==> src/sv/pdbr_pkg.sv <==
// Shared types and constants for the path distance breadcrumb recorder.
// No dependencies; used by the recorder top level and by its checker.
package pdbr_pkg;

   // Default sizing, handed to the top level parameters
   localparam int CAPACITY_DEF   = 64;
   localparam int COORD_BITS_DEF = 24;

   // Fixed field widths
   localparam int IDX_W     = 6;
   localparam int CNT_W     = 7;
   localparam int LIMIT_W   = 7;
   localparam int SPACING_W = 24;
   localparam int ACCUM_W   = 32;

   localparam logic [SPACING_W-1:0] SPACING_RESET = 24'd256;
   // Last-sent index when nothing has been sent (-1)
   localparam logic [CNT_W-1:0]     SENT_NONE     = 7'h7F;

   typedef enum logic [1:0] {
      OP_UPDATE = 2'd0,
      OP_READ   = 2'd1,
      OP_MARK   = 2'd2,
      OP_CLEAR  = 2'd3
   } op_type;

   typedef enum logic [3:0] {
      ST_IDLE,
      ST_DIFF,
      ST_SQ_X,
      ST_SQ_Y,
      ST_SUM,
      ST_ROOT,
      ST_DECIDE,
      ST_RESP,
      ST_RD_ADDR,
      ST_RD_DATA
   } state_type;

endpackage

==> src/sv/pdbr_isqrt.sv <==
// Iterative integer square root, one root bit per clock (restoring method).
// Depends on nothing outside itself; instantiated by the recorder top level.
module pdbr_isqrt #(
   parameter int RAD_W = 50
) (
   input  logic                 clock,
   input  logic                 reset,
   input  logic                 start,
   input  logic [RAD_W-1:0]     radicand,
   output logic                 done,
   output logic [RAD_W/2-1:0]   root
);

   localparam int ROOT_W = RAD_W / 2;
   localparam int STEP_W = $clog2(ROOT_W + 1);

   logic [RAD_W-1:0]  rad_ff;
   logic [ROOT_W+1:0] rem_ff;
   logic [ROOT_W-1:0] root_ff;
   logic [STEP_W-1:0] step_ff;
   logic              busy_ff;
   logic              done_ff;

   logic [ROOT_W+1:0] rem_sh;
   logic [ROOT_W+1:0] trial;
   logic              fits;

   // Bring down the next two radicand bits and try a one for this root bit
   always_comb begin
      rem_sh = {rem_ff[ROOT_W-1:0], rad_ff[RAD_W-1:RAD_W-2]};
      trial  = {root_ff, 2'b01};
      fits   = (rem_sh >= trial);
   end

   // Control: busy for ROOT_W steps, then pulse done
   always_ff @(posedge clock) begin
      if (reset) begin
         busy_ff <= 1'b0;
         done_ff <= 1'b0;
         step_ff <= '0;
      end else begin
         done_ff <= 1'b0;
         if (start) begin
            busy_ff <= 1'b1;
            step_ff <= '0;
         end else if (busy_ff) begin
            if (step_ff == STEP_W'(ROOT_W - 1)) begin
               busy_ff <= 1'b0;
               done_ff <= 1'b1;
            end
            step_ff <= step_ff + STEP_W'(1);
         end
      end
   end

   // Datapath: shift radicand, update remainder and root
   always_ff @(posedge clock) begin
      if (start) begin
         rad_ff  <= radicand;
         rem_ff  <= '0;
         root_ff <= '0;
      end else if (busy_ff) begin
         rad_ff <= {rad_ff[RAD_W-3:0], 2'b00};
         if (fits) begin
            rem_ff  <= rem_sh - trial;
            root_ff <= {root_ff[ROOT_W-2:0], 1'b1};
         end else begin
            rem_ff  <= rem_sh;
            root_ff <= {root_ff[ROOT_W-2:0], 1'b0};
         end
      end
   end

   assign done = done_ff;
   assign root = root_ff;

endmodule

==> src/sv/path_distance_breadcrumb_recorder.sv <==
// Path distance breadcrumb recorder: top level with crumb memory and sequencer.
// Depends on pdbr_pkg and pdbr_isqrt.
//
// One transaction is handled at a time; req_ready is high only while the
// sequencer is idle, but a finished result may still wait in the output
// register while the next transaction is taken. A position update steps
// through difference, squares, sum, square root and decision; the square
// root unit resolves one bit of the step length per cycle. The first update
// after reset or clear skips the distance. A read makes, per returned crumb,
// a synchronous memory read and then loads the output register. Mark, clear
// and a read that returns nothing go straight to the response. Output stalls
// hold the sequencer.
// The crumb memory needs no clearing pass: only entries below the stored
// count are read, and those were written.
module path_distance_breadcrumb_recorder #(
   parameter int CAPACITY   = pdbr_pkg::CAPACITY_DEF,
   parameter int COORD_BITS = pdbr_pkg::COORD_BITS_DEF
) (
   input  logic                             clock,
   input  logic                             reset,
   // request channel
   input  logic                             req_valid,
   output logic                             req_ready,
   input  logic [1:0]                       req_operation,
   input  logic signed [COORD_BITS-1:0]     req_pos_x,
   input  logic signed [COORD_BITS-1:0]     req_pos_y,
   input  logic [pdbr_pkg::IDX_W-1:0]       req_crumb_idx,
   input  logic [pdbr_pkg::LIMIT_W-1:0]     req_read_limit,
   // response channel
   output logic                             rsp_valid,
   input  logic                             rsp_ready,
   output logic signed [COORD_BITS-1:0]     rsp_out_x,
   output logic signed [COORD_BITS-1:0]     rsp_out_y,
   output logic                             rsp_out_valid,
   output logic [pdbr_pkg::IDX_W-1:0]       rsp_out_index,
   output logic                             rsp_dropped,
   output logic [pdbr_pkg::CNT_W-1:0]       rsp_stored_count,
   output logic signed [pdbr_pkg::CNT_W-1:0] rsp_sent_index,
   output logic                             rsp_last,
   // configuration
   input  logic                             csr_wr_en,
   input  logic [pdbr_pkg::SPACING_W-1:0]   csr_wr_data
);

   localparam int C      = COORD_BITS;
   localparam int CNT_W  = pdbr_pkg::CNT_W;
   localparam int IDX_W  = pdbr_pkg::IDX_W;
   localparam int ACC_W  = pdbr_pkg::ACCUM_W;
   localparam int ADDR_W = (CAPACITY > 1) ? $clog2(CAPACITY) : 1;
   localparam int SUM_W  = 2 * C + 1;
   localparam int SQ_W   = (SUM_W > 64) ? 64 : SUM_W;
   localparam int RAD_W  = SQ_W + (SQ_W % 2);
   localparam int ROOT_W = RAD_W / 2;

   pdbr_pkg::state_type state_ff, state_in;
   pdbr_pkg::op_type    op_in;

   logic signed [C-1:0] x_ff, y_ff;
   logic signed [C-1:0] prev_x_ff, prev_y_ff;
   logic                have_prev_ff;
   logic [CNT_W-1:0]    count_ff;
   logic [CNT_W-1:0]    sent_ff;
   logic [ACC_W-1:0]    accum_ff;
   logic [pdbr_pkg::SPACING_W-1:0] spacing_ff;
   logic [CNT_W-1:0]    ptr_ff;
   logic [CNT_W-1:0]    remain_ff;
   logic                crumb_ff;
   logic [C-1:0]        mag_x_ff, mag_y_ff;
   logic [2*C-1:0]      sq_x_ff, sq_y_ff;
   logic [2*C-1:0]      rd_ff;

   logic [2*C-1:0]      crumb_mem [CAPACITY];

   logic                accept;
   logic                slot_free;
   logic                rd_empty;
   logic [CNT_W-1:0]    rd_avail;
   logic [CNT_W-1:0]    rd_count;
   logic                mark_ok;
   logic signed [C:0]   dx, dy;
   logic [C-1:0]        mult_a;
   logic [2*C-1:0]      product;
   logic [SUM_W-1:0]    sum_full;
   logic [RAD_W-1:0]    radicand;
   logic                root_start;
   logic                root_done;
   logic [ROOT_W-1:0]   root;
   logic [ACC_W:0]      acc_sum;
   logic                drop_now;
   logic                mem_re;
   logic                load_resp;
   logic                load_rd;

   assign op_in     = pdbr_pkg::op_type'(req_operation);
   assign req_ready = (state_ff == pdbr_pkg::ST_IDLE);
   assign accept    = req_valid && req_ready;
   assign slot_free = !rsp_valid || rsp_ready;

   // Read window: start must lie below the count and the limit be nonzero
   always_comb begin
      rd_empty = ({1'b0, req_crumb_idx} >= count_ff) || (req_read_limit == '0);
      rd_avail = count_ff - {1'b0, req_crumb_idx};
      rd_count = (req_read_limit < rd_avail) ? req_read_limit : rd_avail;
      mark_ok  = ($signed({1'b0, req_crumb_idx}) > $signed(sent_ff))
                 && ({1'b0, req_crumb_idx} < count_ff);
   end

   // Step deltas, one shared squarer
   always_comb begin
      dx      = {x_ff[C-1], x_ff} - {prev_x_ff[C-1], prev_x_ff};
      dy      = {y_ff[C-1], y_ff} - {prev_y_ff[C-1], prev_y_ff};
      mult_a  = (state_ff == pdbr_pkg::ST_SQ_X) ? mag_x_ff : mag_y_ff;
      product = mult_a * mult_a;
      sum_full = {1'b0, sq_x_ff} + {1'b0, sq_y_ff};
   end

   // Clamp the squared sum to 64 bits where it can grow past them
   if (SUM_W > 64) begin : g_sat
      assign radicand = (|sum_full[SUM_W-1:64]) ? '1 : sum_full[63:0];
   end else begin : g_nosat
      assign radicand = RAD_W'(sum_full);
   end

   pdbr_isqrt #(
      .RAD_W (RAD_W)
   ) u_isqrt (
      .clock    (clock),
      .reset    (reset),
      .start    (root_start),
      .radicand (radicand),
      .done     (root_done),
      .root     (root)
   );

   assign acc_sum = {1'b0, accum_ff} + (ACC_W + 1)'(root);

   // Next state
   always_comb begin
      state_in = state_ff;
      case (state_ff)
         pdbr_pkg::ST_IDLE: begin
            if (accept) begin
               case (op_in)
                  pdbr_pkg::OP_UPDATE:
                     state_in = have_prev_ff ? pdbr_pkg::ST_DIFF : pdbr_pkg::ST_DECIDE;
                  pdbr_pkg::OP_READ:
                     state_in = rd_empty ? pdbr_pkg::ST_RESP : pdbr_pkg::ST_RD_ADDR;
                  default:
                     state_in = pdbr_pkg::ST_RESP;
               endcase
            end
         end
         pdbr_pkg::ST_DIFF:   state_in = pdbr_pkg::ST_SQ_X;
         pdbr_pkg::ST_SQ_X:   state_in = pdbr_pkg::ST_SQ_Y;
         pdbr_pkg::ST_SQ_Y:   state_in = pdbr_pkg::ST_SUM;
         pdbr_pkg::ST_SUM:    state_in = pdbr_pkg::ST_ROOT;
         pdbr_pkg::ST_ROOT: begin
            if (root_done) state_in = pdbr_pkg::ST_DECIDE;
         end
         pdbr_pkg::ST_DECIDE: state_in = pdbr_pkg::ST_RESP;
         pdbr_pkg::ST_RESP: begin
            if (slot_free) state_in = pdbr_pkg::ST_IDLE;
         end
         pdbr_pkg::ST_RD_ADDR: state_in = pdbr_pkg::ST_RD_DATA;
         pdbr_pkg::ST_RD_DATA: begin
            if (slot_free) begin
               state_in = (remain_ff == CNT_W'(1)) ? pdbr_pkg::ST_IDLE
                                                   : pdbr_pkg::ST_RD_ADDR;
            end
         end
         default: state_in = pdbr_pkg::ST_IDLE;
      endcase
   end

   // Sequencer outputs
   always_comb begin
      root_start = (state_ff == pdbr_pkg::ST_SUM);
      mem_re     = (state_ff == pdbr_pkg::ST_RD_ADDR);
      drop_now   = (state_ff == pdbr_pkg::ST_DECIDE)
                   && (accum_ff >= ACC_W'(spacing_ff))
                   && (count_ff < CNT_W'(CAPACITY));
      load_resp  = (state_ff == pdbr_pkg::ST_RESP) && slot_free;
      load_rd    = (state_ff == pdbr_pkg::ST_RD_DATA) && slot_free;
   end

   always_ff @(posedge clock) begin
      if (reset) state_ff <= pdbr_pkg::ST_IDLE;
      else       state_ff <= state_in;
   end

   // Spacing register
   always_ff @(posedge clock) begin
      if (reset)          spacing_ff <= pdbr_pkg::SPACING_RESET;
      else if (csr_wr_en) spacing_ff <= csr_wr_data;
   end

   // Trail state: count, last-sent index, accumulator, previous-fix flag
   always_ff @(posedge clock) begin
      if (reset) begin
         count_ff     <= '0;
         sent_ff      <= pdbr_pkg::SENT_NONE;
         accum_ff     <= '0;
         have_prev_ff <= 1'b0;
      end else begin
         if (accept && op_in == pdbr_pkg::OP_CLEAR) begin
            count_ff     <= '0;
            sent_ff      <= pdbr_pkg::SENT_NONE;
            accum_ff     <= '0;
            have_prev_ff <= 1'b0;
         end
         if (accept && op_in == pdbr_pkg::OP_MARK && mark_ok) begin
            sent_ff <= {1'b0, req_crumb_idx};
         end
         if (state_ff == pdbr_pkg::ST_ROOT && root_done) begin
            accum_ff <= acc_sum[ACC_W] ? '1 : acc_sum[ACC_W-1:0];
         end
         if (state_ff == pdbr_pkg::ST_DECIDE) begin
            have_prev_ff <= 1'b1;
         end
         if (drop_now) begin
            count_ff <= count_ff + CNT_W'(1);
            accum_ff <= '0;
         end
      end
   end

   // Transaction payload, step magnitudes and squares
   always_ff @(posedge clock) begin
      if (accept) begin
         x_ff     <= req_pos_x;
         y_ff     <= req_pos_y;
         crumb_ff <= 1'b0;
         ptr_ff   <= {1'b0, req_crumb_idx};
         remain_ff <= rd_count;
      end
      if (state_ff == pdbr_pkg::ST_DIFF) begin
         mag_x_ff <= dx[C] ? C'(-dx) : dx[C-1:0];
         mag_y_ff <= dy[C] ? C'(-dy) : dy[C-1:0];
      end
      if (state_ff == pdbr_pkg::ST_SQ_X) sq_x_ff <= product;
      if (state_ff == pdbr_pkg::ST_SQ_Y) sq_y_ff <= product;
      if (state_ff == pdbr_pkg::ST_DECIDE) begin
         prev_x_ff <= x_ff;
         prev_y_ff <= y_ff;
      end
      if (drop_now) begin
         crumb_ff <= 1'b1;
         ptr_ff   <= count_ff;
      end
      if (load_rd) begin
         ptr_ff    <= ptr_ff + CNT_W'(1);
         remain_ff <= remain_ff - CNT_W'(1);
      end
   end

   // Crumb memory: write on drop, registered read during a stream
   always_ff @(posedge clock) begin
      if (drop_now) crumb_mem[count_ff[ADDR_W-1:0]] <= {x_ff, y_ff};
      if (mem_re)   rd_ff <= crumb_mem[ptr_ff[ADDR_W-1:0]];
   end

   // Output register: load a result when the slot is free, drop it when taken
   always_ff @(posedge clock) begin
      if (reset) begin
         rsp_valid <= 1'b0;
      end else if (load_resp || load_rd) begin
         rsp_valid <= 1'b1;
      end else if (rsp_ready) begin
         rsp_valid <= 1'b0;
      end
   end

   always_ff @(posedge clock) begin
      if (load_resp) begin
         rsp_out_x        <= crumb_ff ? x_ff : '0;
         rsp_out_y        <= crumb_ff ? y_ff : '0;
         rsp_out_valid    <= crumb_ff;
         rsp_out_index    <= crumb_ff ? ptr_ff[IDX_W-1:0] : '0;
         rsp_dropped      <= crumb_ff;
         rsp_stored_count <= count_ff;
         rsp_sent_index   <= sent_ff;
         rsp_last         <= 1'b1;
      end else if (load_rd) begin
         rsp_out_x        <= rd_ff[2*C-1:C];
         rsp_out_y        <= rd_ff[C-1:0];
         rsp_out_valid    <= 1'b1;
         rsp_out_index    <= ptr_ff[IDX_W-1:0];
         rsp_dropped      <= 1'b0;
         rsp_stored_count <= count_ff;
         rsp_sent_index   <= sent_ff;
         rsp_last         <= (remain_ff == CNT_W'(1));
      end
   end

endmodule

==> config.mk <==
export PLATFORM = sky130hd
export DESIGN_NAME = path_distance_breadcrumb_recorder
export DESIGN_NICKNAME = d
export VERILOG_FILES = /design/src/sv/pdbr_pkg.sv /design/src/sv/pdbr_isqrt.sv /design/src/sv/path_distance_breadcrumb_recorder.sv
export SDC_FILE = /design/constraint.sdc
export NUM_CORES = 2
export LEC_CHECK = 0
export BUFFER_PORTS_ARGS = -buffer_cell sky130_fd_sc_hd__buf_2
export CAP_MARGIN = 40
export CORE_MARGIN = 2
export CORE_UTILIZATION = 45
export DETAILED_ROUTE_END_ITERATION = 10
export GPL_TIMING_DRIVEN = 0
export HOLD_SLACK_MARGIN = 0.03
export SYNTH_ARGS = -nofsm -noshare
export SYNTH_HDL_FRONTEND = slang
export SYNTH_HIERARCHICAL = 1
export SYNTH_SLANG_ARGS = --single-unit
==> constraint.sdc <==
create_clock -name clock -period 12 [get_ports clock]
set_input_delay 1.2 -clock clock [delete_from_list [all_inputs] [get_ports clock]]
set_output_delay 1.2 -clock clock [all_outputs]
set_load 0.01 [all_outputs]
==> flow_summary.ini <==
[place]
hpwlAfterDp_um = 314000
numPlacedInstances = 14300
portBuffers = 163
globalplace.congestion = 0.881
place_area_sq_um = 177000

[detailed_routing]
drt_first_iter_violations = 8023
routed_wl_um = 419000
routedWlPerCell_um = 27.9
vias_per_cell = 5.68
vias = 85200
ant_nets = 0
first_pass_iters = 7
drc_errors = 0

[floorplanning]
core_area_sq_um = 358000
dieWidth_um = 603
io_pins = 165
floorplan.initialDensity = 0.451
rows = 220
design.die.area_sq_um = 364000
die_y_um = 603

[cells_and_area]
final_area_sq_um = 189000
final_common_cell = edfxtp_1
mostFrequentLayoutCells = edfxtp_1, mux4_2, inv_1, fa_1, nand2_1
fin_nets = 10800
drive_above_1_share = 0.235
finalNonFillerCells = 15000
final_util = 0.528
area_growth_pct = 17.1

[setup_path]
regToRegSetupSlack_ps = 810
slowest_stage = buf_4
cpPeakStageDelay_ps = 750
endpoint_kind = flop
worstSetupPathType = flop to flop
r2r_end = sq_x_ff[47]$_DFFE_PP_
cp-start-kind = flop
path_max_fanout = 56
crit_top_cell = fa_1
crit-reg2reg-launch = state_ff[3]$_SDFFE_PP0P_
cp.required_ps = 12660
crit_arrival_ps = 11850
reg2reg_depth = 29

[yosys]
syn_area_sq_um = 162000
ys_seq_area_frac = 0.665
synth_fp_nets = 9790
syn-mean-instance-area_sq_um = 18.2
ys_types = 97
syn_inst = 8906
synth-main-ff-cell = edfxtp_1
ys_ff_latch = 3626
synth-edff-count = 3491
yosys_warnings = 6
async_flop_share = 0

[clocking]
path_clk_slew_ps = 60
cts_tree = yes
cts.sinks = 3626
hold_buffers = 0
cts_resized = 0
cts_setup_buffers = 0
root_buffer = clkbuf_16
clk_latency_ps = 960
clk_path_buf_depth = 4
cts_buffers = 376
htree_levels = 5

[global_routing]
grt_overflow = 0
grt_max_degree = 57
antenna_found_initial = 24
grt_pass1_vias = 89200
grt_pass1_wl_um = 608000
track_usage = 0.230

[timing]
relSlewSlack = 0.338
setup_violations = 0
max_freq_ghz = 0.0894
rsz0062_at_grt = no
clock-skew-final_ps = 98.4
post-route-period-util = 0.932
finalHoldViolations = 0
worstMarginPinSlew_ps = 993
period_needed_ps = 11190
maxSlewViolCount = 0

[hold_path]
min_to = x_ff[16]$_DFFE_PP_
whs_path_depth = 1
min_from = req_pos_x[16]
hp-class = input pin to flop

[job]
max_cap_viol_count = 0

[status]
status = finished, final reports clean
-- layer usage --
layer	GRT usage	up-vias	routed length, um	part of all wire
met4	0.0801	2	16000	0.038
met3	0.0311	704	24300	0.058
li1	-	36700	-	-
met2	0.407	2668	216000	0.52
met5	0	-	13	0.000031
met1	0.291	45100	162000	0.39
-- layout make-up --
type / count / area [sq um]
repair buffers: 630 / 9100
inverters: 765 / 2870
fillers: 28200 / 169000
multi-input cells: 4134 / 50300
clock buffers: 471 / 9970
flip-flops and latches: 3626 / 108000
diodes: 6 / 15.0
well taps: 4773 / 5970
plain buffers: 381 / 1500
clock inverters: 214 / 2030
-- per-stage QoR --
stage,setup TNS [ps],worst slack (ps),hold WS [ps]
3_3_place_gp,-53440,-1010,420
2_1_floorplan,0,2990,408
3_5_place_dp,0,694,424
5_1_grt,0,207,378
4_1_cts,0,669,334
6_report,0,812,412
-- logic make-up (layout without fill, tap and decap cells) --
| logic type | after synthesis | after routing | share of synthesized area |
|---|---|---|---|
| AOI/OAI and AO/OA | 779 | 779 | 0.0315 |
| xor gates and xnor gates | 222 | 222 | 0.0120 |
| adders and majority gates | 792 | 792 | 0.0811 |
| buffers and inverters | 1146 | 2461 | 0.0269 |
| DFF | 3626 | 3626 | 0.665 |
| muxes | 1166 | 1166 | 0.151 |
| other | 1 | 7 | 0.0000232 |
| and+or+nand+nor | 1174 | 1174 | 0.0325 |
-- cells in the mapped netlist (all sizes together), types with 18 or more instances --
library cell,number,share of area
fa,426,0.053
edfxtp,3491,0.65
and2,20,0.00077
o21bai,19,0.00091
xor2,90,0.0049
and3,24,0.00094
nand3,60,0.0019
nor2b,42,0.0016
clkbuf,280,0.0065
ha,366,0.028
mux2,74,0.0052
o21ai,181,0.0056
mux2i,84,0.0052
mux4,1008,0.14
xnor2,132,0.0072
a31oi,35,0.0014
nor3,45,0.0015
a311oi,18,0.00098
inv,763,0.018
nand2,418,0.0097
nand4,31,0.0012
dfxtp,135,0.017
a211oi,44,0.0022
a21oi,223,0.0070
nor2,411,0.0095
nand2b,35,0.0014
o21a,37,0.0017
or2,19,0.00074
buf,101,0.0026
a21o,84,0.0039
-- state kept, by name, indices dropped and copies added (netlist names), 24 cells and up --
name,cells
x_ff,24
accum_ff,32
mag_y_ff,24
prev_x_ff,24
u_isqrt/rem_ff,25
crumb_mem,3072
y_ff,24
sq_y_ff,47
u_isqrt/rad_ff,50
prev_y_ff,24
sq_x_ff,47
rd_ff,48
rsp_out_y,24
u_isqrt/root,25
mag_x_ff,24
rsp_out_x,24
spacing_ff,24
-- worst max-delay path, delay by kind of cell (launching register included) --
| kind | cells | cell delay [ps] |
|---|---|---|
| fa+ha+maj | 8 | 3950 |
| buf+inv | 11 | 2870 |
| compound gates | 6 | 2560 |
| simple gates | 3 | 680 |
| mux | 1 | 520 |
| flops | 1 | 290 |
-- worst max-delay path by stage --
stage | cells past startpoint | slack [ps] | endpoint | from
floorplan | 31 | 2990 | sq_x_ff[47]$_DFFE_PP_ | state_ff[3]$_SDFFE_PP0P_
global placement | 3 | -1010 | rd_ff[12]$_DFFE_PP_ | state_ff[3]$_SDFFE_PP0P_
detailed placement | 29 | 690 | sq_x_ff[47]$_DFFE_PP_ | state_ff[3]$_SDFFE_PP0P_
CTS | 29 | 670 | sq_x_ff[47]$_DFFE_PP_ | state_ff[3]$_SDFFE_PP0P_
global route | 29 | 210 | sq_x_ff[47]$_DFFE_PP_ | state_ff[3]$_SDFFE_PP0P_
finish | 29 | 810 | sq_x_ff[47]$_DFFE_PP_ | state_ff[3]$_SDFFE_PP0P_
Power is not shown: default switching activity piles up to over one toggle a cycle in this logic, so the estimate is an artifact.
